### config.mk
export PLATFORM = sky130hd
export DESIGN_NAME = wav_stream_pcm_decoder
export DESIGN_NICKNAME = d
export VERILOG_FILES = /design/src/wsd_pkg.sv /design/src/wsd_queue.sv /design/src/wsd_front.sv /design/src/wsd_back.sv /design/src/wav_stream_pcm_decoder.sv
export SDC_FILE = /design/constraint.sdc
export NUM_CORES = 2
export LEC_CHECK = 0
export ABC_AREA = 1
export BUFFER_PORTS_ARGS = -buffer_cell sky130_fd_sc_hd__buf_2
export CAP_MARGIN = 20
export CORE_MARGIN = 1
export CORE_UTILIZATION = 27
export DETAILED_ROUTE_END_ITERATION = 10
export PLACE_DENSITY_LB_ADDON = 0.1
export SYNTH_ARGS = -nofsm -noshare
export SYNTH_HDL_FRONTEND = slang
export SYNTH_SLANG_ARGS = --single-unit
export TNS_END_PERCENT = 30
### constraint.sdc
create_clock -name clk -period 17 [get_ports clk]
set_clock_uncertainty 0.2 [all_clocks]
set_input_delay 3.4 -clock clk [delete_from_list [all_inputs] [get_ports clk]]
set_output_delay 3.4 -clock clk [all_outputs]
set_load 0.02 [all_outputs]
### src/wsd_pkg.sv
`timescale 1ns / 1ps
`default_nettype none

package wsd_pkg;

    localparam int MAX_SAMPLE_BYTES = 4;
    localparam int BPS_W            = $clog2(MAX_SAMPLE_BYTES + 1);
    localparam int SBC_W            = $clog2(MAX_SAMPLE_BYTES);

    localparam int QUEUE_DEPTH = 4;
    localparam int QUEUE_PTR_W = $clog2(QUEUE_DEPTH);

    localparam int DIVIDEND_W = 32;
    localparam int DIVISOR_W  = 16 + BPS_W;
    localparam int DIV_CNT_W  = $clog2(DIVIDEND_W + 1);

    localparam logic [31:0] TAG_RIFF = 32'h5249_4646;
    localparam logic [31:0] TAG_WAVE = 32'h5741_5645;
    localparam logic [31:0] TAG_FMT  = 32'h666D_7420;
    localparam logic [31:0] TAG_DATA = 32'h6461_7461;

    localparam logic [7:0] PCM8_BIAS = 8'h80;

    localparam logic [4:0] RIFF_TAG_END      = 5'd3;
    localparam logic [4:0] RIFF_HEADER_END   = 5'd11;
    localparam logic [4:0] CHUNK_TAG_BYTES   = 5'd4;
    localparam logic [4:0] CHUNK_HEADER_END  = 5'd7;

    localparam logic [4:0] FMT_OFF_CH_LO   = 5'd2;
    localparam logic [4:0] FMT_OFF_CH_HI   = 5'd3;
    localparam logic [4:0] FMT_OFF_RATE_0  = 5'd4;
    localparam logic [4:0] FMT_OFF_RATE_1  = 5'd5;
    localparam logic [4:0] FMT_OFF_RATE_2  = 5'd6;
    localparam logic [4:0] FMT_OFF_RATE_3  = 5'd7;
    localparam logic [4:0] FMT_OFF_BITS_LO = 5'd14;
    localparam logic [4:0] FMT_OFF_BITS_HI = 5'd15;
    localparam logic [4:0] FMT_FIELD_END   = 5'd16;

    typedef enum logic [2:0] {
        PH_RIFF,
        PH_HDR,
        PH_FMT,
        PH_SKIP,
        PH_DATA,
        PH_HALT
    } phase_t;

    typedef enum logic [1:0] {
        KIND_SAMPLE = 2'd0,
        KIND_REPORT = 2'd1,
        KIND_ERROR  = 2'd2
    } kind_t;

    typedef enum logic [1:0] {
        ERR_NOT_RIFF   = 2'd0,
        ERR_NOT_WAVE   = 2'd1,
        ERR_BAD_FORMAT = 2'd2,
        ERR_TOO_WIDE   = 2'd3
    } err_t;

    typedef enum logic {
        BK_IDLE,
        BK_DIV
    } back_state_t;

    typedef struct packed {
        kind_t                 kind;
        logic [15:0]           sample;
        logic [15:0]           channels;
        logic [31:0]           sample_freq;
        logic [15:0]           bit_depth;
        err_t                  error_code;
        logic [DIVIDEND_W-1:0] dividend;
        logic [DIVISOR_W-1:0]  divisor;
    } result_cmd_t;

    typedef struct packed {
        kind_t       kind;
        logic [15:0] sample;
        logic [15:0] channels;
        logic [31:0] sample_freq;
        logic [15:0] bit_depth;
        logic [31:0] frame_count;
        err_t        error_code;
    } result_t;

endpackage

`default_nettype wire

### src/wsd_queue.sv
`timescale 1ns / 1ps
`default_nettype none

module wsd_queue (
    input  logic                 clk,
    input  logic                 rst_n,
    input  logic                 push_valid,
    output logic                 push_ready,
    input  wsd_pkg::result_cmd_t push_cmd,
    output logic                 pop_valid,
    input  logic                 pop_ready,
    output wsd_pkg::result_cmd_t pop_cmd
);
    import wsd_pkg::*;

    result_cmd_t            entries_reg [QUEUE_DEPTH];
    logic [QUEUE_PTR_W-1:0] wr_ptr_reg;
    logic [QUEUE_PTR_W-1:0] wr_ptr_next;
    logic [QUEUE_PTR_W-1:0] rd_ptr_reg;
    logic [QUEUE_PTR_W-1:0] rd_ptr_next;
    logic [QUEUE_PTR_W:0]   count_reg;
    logic [QUEUE_PTR_W:0]   count_next;
    logic                   do_push;
    logic                   do_pop;

    assign push_ready = (count_reg != (QUEUE_PTR_W + 1)'(QUEUE_DEPTH));
    assign pop_valid  = (count_reg != '0);
    assign pop_cmd    = entries_reg[rd_ptr_reg];
    assign do_push    = push_valid && push_ready;
    assign do_pop     = pop_valid && pop_ready;

    always_comb
    begin
        wr_ptr_next = do_push ? wr_ptr_reg + 1'b1 : wr_ptr_reg;
        rd_ptr_next = do_pop ? rd_ptr_reg + 1'b1 : rd_ptr_reg;
        count_next  = count_reg;
        if (do_push && !do_pop)
        begin
            count_next = count_reg + 1'b1;
        end
        else if (do_pop && !do_push)
        begin
            count_next = count_reg - 1'b1;
        end
    end

    always_ff @(posedge clk or negedge rst_n)
    begin
        if (!rst_n)
        begin
            wr_ptr_reg <= '0;
            rd_ptr_reg <= '0;
            count_reg  <= '0;
        end
        else
        begin
            wr_ptr_reg <= wr_ptr_next;
            rd_ptr_reg <= rd_ptr_next;
            count_reg  <= count_next;
        end
    end

    always_ff @(posedge clk)
    begin
        if (do_push)
        begin
            entries_reg[wr_ptr_reg] <= push_cmd;
        end
    end

endmodule

`default_nettype wire

### src/wsd_front.sv
`timescale 1ns / 1ps
`default_nettype none

module wsd_front (
    input  logic                 clk,
    input  logic                 rst_n,
    input  logic                 byte_valid,
    output logic                 byte_ready,
    input  logic [7:0]           data_byte,
    input  logic                 first,
    output logic                 cmd_valid,
    input  logic                 cmd_ready,
    output wsd_pkg::result_cmd_t cmd
);
    import wsd_pkg::*;

    phase_t      phase_reg;
    phase_t      phase_next;
    logic [4:0]  byte_index_reg;
    logic [4:0]  byte_index_next;
    logic [31:0] tag_reg;
    logic [31:0] tag_next;
    logic [31:0] chunk_length_reg;
    logic [31:0] chunk_length_next;
    logic        fmt_seen_reg;
    logic        fmt_seen_next;
    logic [15:0] channels_reg;
    logic [15:0] channels_next;
    logic [31:0] rate_reg;
    logic [31:0] rate_next;
    logic [15:0] bits_reg;
    logic [15:0] bits_next;
    logic [31:0] data_remaining_reg;
    logic [31:0] data_remaining_next;
    logic [7:0]  prev_byte_reg;
    logic [7:0]  prev_byte_next;
    logic [SBC_W-1:0] sample_count_reg;
    logic [SBC_W-1:0] sample_count_next;

    phase_t      cur_phase;
    logic [4:0]  cur_index;
    logic [31:0] cur_tag;
    logic [31:0] cur_length;
    logic        cur_fmt_seen;
    logic [15:0] cur_channels;
    logic [31:0] cur_rate;
    logic [15:0] cur_bits;
    logic [31:0] cur_remaining;
    logic [7:0]  cur_prev;
    logic [SBC_W-1:0] cur_count;

    logic               accept;
    logic [31:0]        tag_shifted;
    logic [31:0]        length_ored;
    logic [31:0]        length_dec;
    logic [31:0]        remaining_dec;
    logic [12:0]        bps_full;
    logic [BPS_W-1:0]   bps;
    logic [BPS_W:0]     count_inc;
    logic [15:0]        pcm_word;
    logic               emit;
    kind_t              emit_kind;
    err_t               emit_err;

    assign byte_ready = cmd_ready;
    assign accept     = byte_valid && cmd_ready;

    always_comb
    begin
        cur_phase     = first ? PH_RIFF : phase_reg;
        cur_index     = first ? '0 : byte_index_reg;
        cur_tag       = first ? '0 : tag_reg;
        cur_length    = first ? '0 : chunk_length_reg;
        cur_fmt_seen  = first ? 1'b0 : fmt_seen_reg;
        cur_channels  = first ? '0 : channels_reg;
        cur_rate      = first ? '0 : rate_reg;
        cur_bits      = first ? '0 : bits_reg;
        cur_remaining = first ? '0 : data_remaining_reg;
        cur_prev      = first ? '0 : prev_byte_reg;
        cur_count     = first ? '0 : sample_count_reg;

        tag_shifted   = {cur_tag[23:0], data_byte};
        length_ored   = cur_length | ({24'b0, data_byte} << {cur_index[1:0], 3'b000});
        length_dec    = cur_length - 32'd1;
        remaining_dec = cur_remaining - 32'd1;
        bps_full      = cur_bits[15:3];
        bps           = bps_full[BPS_W-1:0];
        count_inc     = (BPS_W + 1)'(cur_count) + 1'b1;
        pcm_word      = (bps == BPS_W'(1)) ? {data_byte ^ PCM8_BIAS, 8'h00}
                                           : {data_byte, cur_prev};

        phase_next          = phase_reg;
        byte_index_next     = byte_index_reg;
        tag_next            = tag_reg;
        chunk_length_next   = chunk_length_reg;
        fmt_seen_next       = fmt_seen_reg;
        channels_next       = channels_reg;
        rate_next           = rate_reg;
        bits_next           = bits_reg;
        data_remaining_next = data_remaining_reg;
        prev_byte_next      = prev_byte_reg;
        sample_count_next   = sample_count_reg;

        emit      = 1'b0;
        emit_kind = KIND_SAMPLE;
        emit_err  = ERR_NOT_RIFF;

        if (accept)
        begin
            phase_next          = cur_phase;
            byte_index_next     = cur_index;
            tag_next            = cur_tag;
            chunk_length_next   = cur_length;
            fmt_seen_next       = cur_fmt_seen;
            channels_next       = cur_channels;
            rate_next           = cur_rate;
            bits_next           = cur_bits;
            data_remaining_next = cur_remaining;
            prev_byte_next      = cur_prev;
            sample_count_next   = cur_count;

            unique case (cur_phase)
                PH_RIFF:
                begin
                    tag_next = tag_shifted;
                    priority if (cur_index == RIFF_TAG_END && tag_shifted != TAG_RIFF)
                    begin
                        phase_next = PH_HALT;
                        emit       = 1'b1;
                        emit_kind  = KIND_ERROR;
                        emit_err   = ERR_NOT_RIFF;
                    end
                    else if (cur_index == RIFF_HEADER_END)
                    begin
                        if (tag_shifted != TAG_WAVE)
                        begin
                            phase_next = PH_HALT;
                            emit       = 1'b1;
                            emit_kind  = KIND_ERROR;
                            emit_err   = ERR_NOT_WAVE;
                        end
                        else
                        begin
                            phase_next      = PH_HDR;
                            byte_index_next = '0;
                        end
                    end
                    else
                    begin
                        byte_index_next = cur_index + 1'b1;
                    end
                end
                PH_HDR:
                begin
                    if (cur_index < CHUNK_TAG_BYTES)
                    begin
                        tag_next = tag_shifted;
                        if (cur_index == '0)
                        begin
                            chunk_length_next = '0;
                        end
                    end
                    else
                    begin
                        chunk_length_next = length_ored;
                    end
                    if (cur_index < CHUNK_HEADER_END)
                    begin
                        byte_index_next = cur_index + 1'b1;
                    end
                    else
                    begin
                        byte_index_next = '0;
                        priority if (cur_tag == TAG_FMT)
                        begin
                            fmt_seen_next = 1'b1;
                            channels_next = '0;
                            rate_next     = '0;
                            bits_next     = '0;
                            phase_next    = (length_ored != '0) ? PH_FMT : PH_HDR;
                        end
                        else if (cur_tag != TAG_DATA)
                        begin
                            phase_next = (length_ored != '0) ? PH_SKIP : PH_HDR;
                        end
                        else if (!cur_fmt_seen || cur_channels == '0 || bps_full == '0)
                        begin
                            phase_next = PH_HALT;
                            emit       = 1'b1;
                            emit_kind  = KIND_ERROR;
                            emit_err   = ERR_BAD_FORMAT;
                        end
                        else if (bps_full > 13'(MAX_SAMPLE_BYTES))
                        begin
                            phase_next = PH_HALT;
                            emit       = 1'b1;
                            emit_kind  = KIND_ERROR;
                            emit_err   = ERR_TOO_WIDE;
                        end
                        else
                        begin
                            data_remaining_next = length_ored;
                            prev_byte_next      = '0;
                            sample_count_next   = '0;
                            phase_next          = (length_ored != '0) ? PH_DATA : PH_HALT;
                            emit                = 1'b1;
                            emit_kind           = KIND_REPORT;
                        end
                    end
                end
                PH_FMT:
                begin
                    unique case (cur_index)
                        FMT_OFF_CH_LO:   channels_next[7:0]  = data_byte;
                        FMT_OFF_CH_HI:   channels_next[15:8] = data_byte;
                        FMT_OFF_RATE_0:  rate_next[7:0]      = data_byte;
                        FMT_OFF_RATE_1:  rate_next[15:8]     = data_byte;
                        FMT_OFF_RATE_2:  rate_next[23:16]    = data_byte;
                        FMT_OFF_RATE_3:  rate_next[31:24]    = data_byte;
                        FMT_OFF_BITS_LO: bits_next[7:0]      = data_byte;
                        FMT_OFF_BITS_HI: bits_next[15:8]     = data_byte;
                        default:         channels_next       = cur_channels;
                    endcase
                    chunk_length_next = length_dec;
                    if (length_dec == '0)
                    begin
                        phase_next      = PH_HDR;
                        byte_index_next = '0;
                    end
                    else if (cur_index < FMT_FIELD_END)
                    begin
                        byte_index_next = cur_index + 1'b1;
                    end
                end
                PH_SKIP:
                begin
                    chunk_length_next = length_dec;
                    if (length_dec == '0)
                    begin
                        phase_next      = PH_HDR;
                        byte_index_next = '0;
                    end
                end
                PH_DATA:
                begin
                    prev_byte_next      = data_byte;
                    data_remaining_next = remaining_dec;
                    if (remaining_dec == '0)
                    begin
                        phase_next = PH_HALT;
                    end
                    if (count_inc < {1'b0, bps})
                    begin
                        sample_count_next = count_inc[SBC_W-1:0];
                    end
                    else
                    begin
                        sample_count_next = '0;
                        emit              = 1'b1;
                        emit_kind         = KIND_SAMPLE;
                    end
                end
                PH_HALT:
                begin
                    phase_next = PH_HALT;
                end
                default:
                begin
                    phase_next = cur_phase;
                end
            endcase
        end

        cmd_valid      = emit;
        cmd.kind       = emit_kind;
        cmd.sample     = (emit_kind == KIND_SAMPLE) ? pcm_word : 16'h0000;
        cmd.channels   = cur_channels;
        cmd.sample_freq = cur_rate;
        cmd.bit_depth  = cur_bits;
        cmd.error_code = (emit_kind == KIND_ERROR) ? emit_err : ERR_NOT_RIFF;
        cmd.dividend   = length_ored;
        cmd.divisor    = {{BPS_W{1'b0}}, cur_channels} * {{16{1'b0}}, bps};
    end

    always_ff @(posedge clk or negedge rst_n)
    begin
        if (!rst_n)
        begin
            phase_reg          <= PH_RIFF;
            byte_index_reg     <= '0;
            tag_reg            <= '0;
            chunk_length_reg   <= '0;
            fmt_seen_reg       <= 1'b0;
            channels_reg       <= '0;
            rate_reg           <= '0;
            bits_reg           <= '0;
            data_remaining_reg <= '0;
            prev_byte_reg      <= '0;
            sample_count_reg   <= '0;
        end
        else
        begin
            phase_reg          <= phase_next;
            byte_index_reg     <= byte_index_next;
            tag_reg            <= tag_next;
            chunk_length_reg   <= chunk_length_next;
            fmt_seen_reg       <= fmt_seen_next;
            channels_reg       <= channels_next;
            rate_reg           <= rate_next;
            bits_reg           <= bits_next;
            data_remaining_reg <= data_remaining_next;
            prev_byte_reg      <= prev_byte_next;
            sample_count_reg   <= sample_count_next;
        end
    end

endmodule

`default_nettype wire

### src/wsd_back.sv
`timescale 1ns / 1ps
`default_nettype none

module wsd_back (
    input  logic                 clk,
    input  logic                 rst_n,
    input  logic                 cmd_valid,
    output logic                 cmd_ready,
    input  wsd_pkg::result_cmd_t cmd,
    output logic                 out_valid,
    input  logic                 out_ready,
    output wsd_pkg::result_t     out_word
);
    import wsd_pkg::*;

    back_state_t           state_reg;
    back_state_t           state_next;
    result_cmd_t           hold_reg;
    result_cmd_t           hold_next;
    logic [DIVIDEND_W-1:0] quot_reg;
    logic [DIVIDEND_W-1:0] quot_next;
    logic [DIVISOR_W-1:0]  rem_reg;
    logic [DIVISOR_W-1:0]  rem_next;
    logic [DIV_CNT_W-1:0]  cnt_reg;
    logic [DIV_CNT_W-1:0]  cnt_next;
    logic                  out_valid_reg;
    logic                  out_valid_next;
    result_t               out_reg;
    result_t               out_next;

    logic                  slot_free;
    logic                  load;
    logic [DIVISOR_W:0]    rem_shift;
    logic [DIVISOR_W:0]    rem_sub;
    logic                  quot_bit;

    assign slot_free = !out_valid_reg || out_ready;
    assign out_valid = out_valid_reg;
    assign out_word  = out_reg;

    always_comb
    begin
        rem_shift = {rem_reg, quot_reg[DIVIDEND_W-1]};
        rem_sub   = rem_shift - {1'b0, hold_reg.divisor};
        quot_bit  = (rem_shift >= {1'b0, hold_reg.divisor});

        state_next = state_reg;
        hold_next  = hold_reg;
        quot_next  = quot_reg;
        rem_next   = rem_reg;
        cnt_next   = cnt_reg;
        out_next   = out_reg;
        load       = 1'b0;
        cmd_ready  = 1'b0;

        unique case (state_reg)
            BK_IDLE:
            begin
                cmd_ready = (cmd.kind == KIND_REPORT) || slot_free;
                if (cmd_valid && cmd_ready)
                begin
                    if (cmd.kind == KIND_REPORT)
                    begin
                        hold_next  = cmd;
                        quot_next  = cmd.dividend;
                        rem_next   = '0;
                        cnt_next   = '0;
                        state_next = BK_DIV;
                    end
                    else
                    begin
                        load                 = 1'b1;
                        out_next.kind        = cmd.kind;
                        out_next.sample      = cmd.sample;
                        out_next.channels    = cmd.channels;
                        out_next.sample_freq = cmd.sample_freq;
                        out_next.bit_depth   = cmd.bit_depth;
                        out_next.frame_count = '0;
                        out_next.error_code  = cmd.error_code;
                    end
                end
            end
            BK_DIV:
            begin
                if (cnt_reg != DIV_CNT_W'(DIVIDEND_W))
                begin
                    // one quotient bit per cycle, restoring
                    rem_next  = quot_bit ? rem_sub[DIVISOR_W-1:0] : rem_shift[DIVISOR_W-1:0];
                    quot_next = {quot_reg[DIVIDEND_W-2:0], quot_bit};
                    cnt_next  = cnt_reg + 1'b1;
                end
                else if (slot_free)
                begin
                    load                 = 1'b1;
                    out_next.kind        = hold_reg.kind;
                    out_next.sample      = hold_reg.sample;
                    out_next.channels    = hold_reg.channels;
                    out_next.sample_freq = hold_reg.sample_freq;
                    out_next.bit_depth   = hold_reg.bit_depth;
                    out_next.frame_count = quot_reg;
                    out_next.error_code  = hold_reg.error_code;
                    state_next           = BK_IDLE;
                end
            end
            default:
            begin
                state_next = BK_IDLE;
            end
        endcase

        priority if (load)
        begin
            out_valid_next = 1'b1;
        end
        else if (out_ready)
        begin
            out_valid_next = 1'b0;
        end
        else
        begin
            out_valid_next = out_valid_reg;
        end
    end

    always_ff @(posedge clk or negedge rst_n)
    begin
        if (!rst_n)
        begin
            state_reg     <= BK_IDLE;
            cnt_reg       <= '0;
            out_valid_reg <= 1'b0;
        end
        else
        begin
            state_reg     <= state_next;
            cnt_reg       <= cnt_next;
            out_valid_reg <= out_valid_next;
        end
    end

    always_ff @(posedge clk)
    begin
        hold_reg <= hold_next;
        quot_reg <= quot_next;
        rem_reg  <= rem_next;
        out_reg  <= out_next;
    end

endmodule

`default_nettype wire

### src/wav_stream_pcm_decoder.sv
`timescale 1ns / 1ps
`default_nettype none

// Streaming WAV/PCM decoder: takes a RIFF/WAVE file one byte per word on the
// input stream (tuser marks the first byte of a new file and restarts the
// parse), walks the subchunks, reads the fmt fields and emits one word per
// complete sample as signed 16-bit PCM, a format report at the data header
// and an error word when the header is unusable (the parse then halts until
// the next first byte). A byte is taken every cycle while the four-word queue
// between the parser and the output stage has room; samples and errors pass
// through the queue into the output register, while the format report first
// goes through the bit-serial divider (one quotient bit per cycle) that works
// out the frame count, so the input stalls only when the queue fills behind it.
module wav_stream_pcm_decoder (
    input  logic         clk,
    input  logic         rst_n,
    input  logic         s_axis_tvalid,
    output logic         s_axis_tready,
    input  logic [7:0]   s_axis_tdata,   // data_byte
    input  logic [0:0]   s_axis_tuser,   // first
    output logic         m_axis_tvalid,
    input  logic         m_axis_tready,
    // sample, channels, sample_freq, bit_depth, frame_count, error_code
    output logic [119:0] m_axis_tdata,
    output logic [1:0]   m_axis_tuser    // kind
);
    import wsd_pkg::*;

    result_cmd_t front_cmd;
    logic        front_valid;
    logic        front_ready;
    result_cmd_t back_cmd;
    logic        back_valid;
    logic        back_ready;
    result_t     out_word;

    wsd_front u_front (
        .clk        (clk),
        .rst_n      (rst_n),
        .byte_valid (s_axis_tvalid),
        .byte_ready (s_axis_tready),
        .data_byte  (s_axis_tdata),
        .first      (s_axis_tuser[0]),
        .cmd_valid  (front_valid),
        .cmd_ready  (front_ready),
        .cmd        (front_cmd)
    );

    wsd_queue u_queue (
        .clk        (clk),
        .rst_n      (rst_n),
        .push_valid (front_valid),
        .push_ready (front_ready),
        .push_cmd   (front_cmd),
        .pop_valid  (back_valid),
        .pop_ready  (back_ready),
        .pop_cmd    (back_cmd)
    );

    wsd_back u_back (
        .clk       (clk),
        .rst_n     (rst_n),
        .cmd_valid (back_valid),
        .cmd_ready (back_ready),
        .cmd       (back_cmd),
        .out_valid (m_axis_tvalid),
        .out_ready (m_axis_tready),
        .out_word  (out_word)
    );

    assign m_axis_tuser = out_word.kind;
    assign m_axis_tdata = {6'b0, out_word.error_code, out_word.frame_count,
                           out_word.bit_depth, out_word.sample_freq,
                           out_word.channels, out_word.sample};

endmodule

`default_nettype wire

# Yosys cells after proc, flatten, opt, wreduce, memory -nomap -nowiden
# Memory sizes are Yosys's and may differ from the RTL's.
# Cells that the tools add are included.
# Widths: inputs -> output; s select.
dict set report totals {
  mem_bits_rw 540
  reg_bits 464
  memories 1
  input_bits 13
}
# memory depth word_bits read_ports rd_ports_with_merged_regs write_ports line
set mem_list {}
lappend mem_list {u_queue.entries_reg 4 135 1 0 1 wsd_queue.sv:16} ;# result_cmd_t entries_reg [QUEUE_DEPTH];
dict set report classes {
  mul 1
  shifts 1
  eq_ne 29
  magnitude_cmp 6
  mux 144
  n_reduce_logical 30
  n_addsub 10
  n_bitwise 3
}
# op n
set ops {}
lappend ops {{$mux 32} 17}
lappend ops {{$mux 116} 4}
lappend ops {{$pmux 32 s2} 5}
lappend ops {{$pmux 116 s2} 1}
lappend ops {{$mux 16} 8}
lappend ops {{$mux 8} 14}
lappend ops {{$ne 32x31->1 const B} 3}
lappend ops {{$mux 19} 4}
lappend ops {{$logic_not 32->1} 2}
lappend ops {{$pmux 16 s2} 2}
lappend ops {{$sub 32x1->32 const B} 2}
lappend ops {{$mux 2} 27}
lappend ops {{$mux 5} 8}
lappend ops {{$mux 3} 13}
lappend ops {{$pmux 19 s2} 1}
lappend ops {{$eq 32x31->1 const B} 1}
lappend ops {{$or 32x32->32} 1}
lappend ops {{$reduce_bool 32->1} 1}
lappend ops {{$shl 8x5->32} 1}
lappend ops {{$mux 1} 27}
lappend ops {{$eq 5x3->1 const B} 4}
lappend ops {{$ge 20x19->1} 1}
lappend ops {{$pmux 5 s4} 1}
lappend ops {{$mul 16x3->19} 1}
lappend ops {{43 further kinds} 75}

# Depth between registers and ports, before layout
dict set report depth {
  depth_word 12
  depth_mapped 22
  depth_no_buf 20
}

# By module
# From an unflattened synthesis, not the netlist that was laid out.
dict set report hier_totals {
  hier_cells 5178
  hier_area_um2 49158.4
}
# mod n_inst area_each_um2 seq_area_each_um2 cells_each
set modules_own_cells {}
lappend modules_own_cells {wsd_queue 1 21902.3 16390.7 1634}
lappend modules_own_cells {wsd_front 1 15563.7 4479.3 2490}
lappend modules_own_cells {wsd_back 1 11643.7 8308.0 1047}
lappend modules_own_cells {wav_stream_pcm_decoder 1 48.8 0.0 7}

# Worst setup path before layout
# OpenSTA, ideal clock, no wires.
dict set report synth_path {
  kind {input-to-reg}
  startpoint {in s_axis_tuser}
  endpoint {mem u_queue.entries_reg[0][0] (netlist name), enable pin}
  t_required_ns 16.169
  arrival_ns 10.705
  slack_ns 5.464
  stages 12
  cell_sequence {buf_6 > buf_8 > buf_6 > buf_4 > nor2_1 > ha_1 > ha_1 > a21o_1 > a21oi_1 > o211ai_1 > nand2_2 > nor2_1}
}
dict set report synth_via {
  elab_chain_len 10
  word_cells_on_any_way 30
  cone_classes {add/sub: 1; order compare: 2; eq/ne: 8; mux: 16; reduce/logical: 3}
}
# element line
set synth_rtl {}
lappend synth_rtl {{start: declaration} wav_stream_pcm_decoder.sv:20} ;# input logic [0:0] s_axis_tuser,
lappend synth_rtl {{parallel branches: the longest is 5 deep, another holds $lt 4x3->1} -}
lappend synth_rtl {{$pmux 1 s3 (*)} wsd_front.sv:122} ;# unique case (cur_phase)
lappend synth_rtl {{$mux 1 (*)} wsd_front.sv:108} ;# if (accept)
lappend synth_rtl {{$logic_and 1x1->1 (*)} wsd_queue.sv:29} ;# assign do_push = push_valid && push_ready;
lappend synth_rtl {{$mux 1 (*)} wsd_queue.sv:65} ;# if (do_push)
lappend synth_rtl {{$mux 1 (not written as such) (*)} wsd_queue.sv:67} ;# entries_reg[wr_ptr_reg] <= push_cmd;
lappend synth_rtl {{end: declaration} wsd_queue.sv:16}
# Mark *: on every way between the ends.

# Final worst setup path
dict set report layout_path {
  startpoint {in s_axis_tuser}
  endpoint {mem u_queue.entries_reg[0][88] (netlist name), enable pin}
}
# Same word-level chain as after synthesis.

==> qor.log <==
[floorplanning] core region area 174000 um^2
[grt] via count of the first global-routing pass 34100
[drt] DR DRC count 0
[drt] antenna viol nets, final 0
[grt] global-route track usage on met2 27.9%
[sta] final setup slack of the worst path 8730 ps
[drt] Detailed Routing Iterations Pass 1 5
[clocking] clock tree from TritonCTS yes
[clocking] number of gates resized after cts 0
[min_path] path class of the lowest-slack min-delay path reg2reg
[placed_design] weighted congestion at the end of routability-driven global placement 0.901
[critical_path] kind of launch point of the worst setup path primary input
[drt] Wirelength per Cell 20.4 um
[critical_path] cell count of the worst reg-to-reg path 13
[clocking] TritonCTS Buffers 119
[sta] headroom to the max-slew limit 19.7%
[logic_synthesis] asr flop ratio synth 19.3%
[grt] Top Usage Layer GRT met2
[placed_design] Port Buf Inserts 130
[clocking] hold-fix buffers at CTS 0
[sta] crit path time final 8270 ps
[floorplanning] Die Height 420 um
[grt] maximum number of pins on one net before global-route repair 126
[pwr] internal power contribution 0.00599 W
[floorplanning] Die X 420 um
[clocking] clock sinks 1004
[critical_path] crit path to u_queue.entries_reg[0][88]
[pwr] fraction of power consumed by combinational cells 37.5%
[clocking] Max Buffers Root-to-Sink 3
[floorplanning] number of I/O pins 137
[critical_path] critical path start-end classification in2reg
[logic_synthesis] dominant synthesized flop cell sky130_fd_sc_hd__edfxtp_1
[critical_path] signal arrival time at the worst endpoint 8440 ps
[critical_path] CP required 17170 ps
[sta] accumulated negative setup slack 0 ps
[drt] violation count after the first detailed-routing iteration 2472
[logic_synthesis] number of instances in the synthesized netlist 4789
[logic_synthesis] mapped cell area 47200 um^2
[pwr] Clock power frac 24.5%
[grt] total global routing track utilization 16.7%
[logic_synthesis] area fraction of the dominant cell type after synthesis 51.6%
[sta] final critical-path share of the clock period 48.7%
[logic_synthesis] part of the Yosys area used for sequential elements 61.8%
[logic_synthesis] flop and latch count out of synthesis 1004
[floorplanning] Total Die Area 176000 um^2
[critical_path] Critical Path Source s_axis_tuser
[grt] GRT met1 Usage 22.5%
[finish] area delta synth->final 14.8%
[clocking] clock insertion delay at the later pin of the skew report 790 ps
[pwr] reported net switching power 0.00420 W
[placed_design] half-perimeter wire length of the detailed placement result 95600 um
[sta] final slew viol count 0
[logic_synthesis] cell taking the most area after synthesis sky130_fd_sc_hd__edfxtp_1
[pwr] ratio of total power to cell area 188 nW/um^2
[placed_design] worst slack, placed 7790 ps
[floorplanning] FP Rows 153
[clocking] Clk pin slew, worst setup/hold paths 60 ps
[pwr] static leakage power 21.6 nW
[pwr] sw frac 41.2%
[grt] first-pass GRT wire length 224000 um
[logic_synthesis] most frequent cells after synthesis sky130_fd_sc_hd__nand2_1, sky130_fd_sc_hd__edfxtp_1, sky130_fd_sc_hd__nor2_1
[logic_synthesis] Unique masters post-synth 59
[critical_path] worst-path maximum fanout 62
[sta] total setup violations reported at the end of the flow 0
[grt] initial antenna violation count 8
[clocking] Setup Fix Bufs, Post-CTS 0
[logic_synthesis] leading post-synthesis cells by cell area sky130_fd_sc_hd__edfxtp_1, sky130_fd_sc_hd__dfrtp_1, sky130_fd_sc_hd__nand2_1
[sta] unrepaired setup endpoints after global routing false
[critical_path] CP Capture Type flip-flop
[logic_synthesis] number of warnings printed during yosys synthesis 0
[drt] sum of routed wire length over all layers 149000 um
[sta] Max Clock Freq 0.121 GHz
[critical_path] slack of the worst reg-to-reg path 11380 ps
[floorplanning] initial core utilization 27.2%
[clocking] htree depth 3
[grt] total congestion overflow 0
[drt] vias per cell 4.69
[grt] met3 GRT Util 2.40%
[status] result of the run completed
[critical_path] Reg-to-Reg End u_queue.entries_reg[0][88]
[finish] Final Net Count 4968
[critical_path] source of the worst register-to-register timing path u_front.byte_index_reg[1]
[clocking] Clk Tree Root Cell sky130_fd_sc_hd__clkbuf_16
[pwr] sequential cell fraction of total power 38.0%
[pwr] IR Drop Worst-Case VDD 0.000194 V
[finish] share of cells above drive strength 1 9.93%
[drt] routed vias 34300
[logic_synthesis] number of flops mapped to enable cells by yosys 810
[sta] Worst Max-Slew Pin Slew 1200 ps
[finish] Largest register FFs 540
[logic_synthesis] most repeated cell in the gate-level netlist after synthesis sky130_fd_sc_hd__nand2_1
[job] Maximum Capacitance Violations 0
[sta] total count of hold-check failures in the final report 0
[logic_synthesis] average size of a mapped cell 9.85 um^2
==> worst max-delay path: stages <==
cell	delay [ps]
sky130_fd_sc_hd__buf_2	230
sky130_fd_sc_hd__inv_6	290
sky130_fd_sc_hd__buf_4	640
sky130_fd_sc_hd__nand2_1	200
sky130_fd_sc_hd__nor2_1	200
sky130_fd_sc_hd__nand3_1	120
sky130_fd_sc_hd__nor2_1	130
sky130_fd_sc_hd__nand2b_1	70
sky130_fd_sc_hd__nor2_1	130
sky130_fd_sc_hd__nand2_1	120
sky130_fd_sc_hd__nor2_4	150
sky130_fd_sc_hd__inv_1	90
sky130_fd_sc_hd__o211ai_1	160
sky130_fd_sc_hd__nand2_2	260
sky130_fd_sc_hd__nor2_4	780
sky130_fd_sc_hd__buf_4	660
sky130_fd_sc_hd__buf_4	640
==> per-layer routing <==
metal / wire (um) / share of wire [%]
met1: 68000 / 46
met2: 71500 / 48
met3: 5810 / 3.9
met4: 3380 / 2.3
met5: 41 / 0.028
==> worst min path at each step <==
stage	from	end	slack, ps	cells after the start
after floorplan	u_front.data_remaining_reg[27]	u_front.data_remaining_reg[27]	250	2
after global placement	u_front.data_remaining_reg[27]	u_front.data_remaining_reg[27]	270	2
after detailed placement	u_front.data_remaining_reg[25]	u_front.data_remaining_reg[25]	270	2
after CTS	u_front.data_remaining_reg[25]	u_front.data_remaining_reg[25]	290	2
after global routing	u_front.data_remaining_reg[25]	u_front.data_remaining_reg[25]	320	2
final	u_front.data_remaining_reg[25]	u_front.data_remaining_reg[25]	290	2
==> cells by family after synthesis <==
| group | synth area share, % |
|---|---|
| AND/OR/NAND/NOR | 17.5 |
| flip-flops | 61.8 |
| buffers and inverters | 5.39 |
| other | 0.00795 |
| multiplexers | 0.0239 |
| adder cells (fa/ha/maj) | 2.23 |
| AO/OA/AOI/OAI | 12.1 |
| XOR/XNOR | 0.910 |
==> area by class of cell <==
| type | count | area (um^2) |
|---|---|---|
| Fill cell | 18100 | 119000 |
| Clock buffer | 165 | 3250 |
| Inverter | 393 | 1500 |
| Antenna cell | 1 | 2.50 |
| Sequential cell | 1004 | 29200 |
| Tap cell | 2325 | 2910 |
| Clock inverter | 59 | 519 |
| Timing Repair Buffer | 204 | 1240 |
| Multi-Input combinational cell | 3159 | 15500 |
==> through the flow <==
stage,hold WS [ps],utilization [%],area (um^2),power [W],std cells
2_1_floorplan,253,-,47200,0.00642,4794
3_3_place_gp,265,29.0,50400,0.00783,7083
3_5_place_dp,275,29.0,50400,0.00783,7085
4_1_cts,289,31.2,54100,0.0104,7309
5_1_grt,315,31.2,54200,0.0109,7310
6_report,290,31.2,54200,0.0102,7310
==> power groups by stage <==
| stage | logic, W | clock network [W] | registers (W) |
|---|---|---|---|
| floorplan | 0.00236 | 0 | 0.00406 |
| global placement | 0.00392 | 0 | 0.00392 |
| detailed placement | 0.00391 | 0 | 0.00392 |
| CTS | 0.00392 | 0.00258 | 0.00387 |
| global route | 0.00431 | 0.00267 | 0.00393 |
| finish | 0.00382 | 0.00250 | 0.00387 |
==> cells in the final DEF, fill, tap and decap left out, types with 16 or more instances in the layout <==
master                         n
sky130_fd_sc_hd__a21oi_1     245
sky130_fd_sc_hd__a221o_1      31
sky130_fd_sc_hd__a22oi_1      29
sky130_fd_sc_hd__a31oi_1     107
sky130_fd_sc_hd__buf_2       129
sky130_fd_sc_hd__buf_4        72
sky130_fd_sc_hd__clkbuf_1     36
sky130_fd_sc_hd__clkbuf_16   119
sky130_fd_sc_hd__clkinv_1     24
sky130_fd_sc_hd__clkinv_2     17
sky130_fd_sc_hd__dfrtp_1     191
sky130_fd_sc_hd__edfxtp_1    810
sky130_fd_sc_hd__fa_1         17
sky130_fd_sc_hd__ha_1         57
sky130_fd_sc_hd__inv_1       369
sky130_fd_sc_hd__inv_2        16
sky130_fd_sc_hd__nand2_1    1164
sky130_fd_sc_hd__nand2_2      29
sky130_fd_sc_hd__nand3_1     116
sky130_fd_sc_hd__nand4_1      24
sky130_fd_sc_hd__nor2_1      591
sky130_fd_sc_hd__nor2_2       28
sky130_fd_sc_hd__nor3_1       29
sky130_fd_sc_hd__o21ai_0     371
sky130_fd_sc_hd__o21ai_1      28
sky130_fd_sc_hd__o22ai_1     119
sky130_fd_sc_hd__xnor2_1      20
sky130_fd_sc_hd__xor2_1       29
Power figures use the tool's default switching activity.
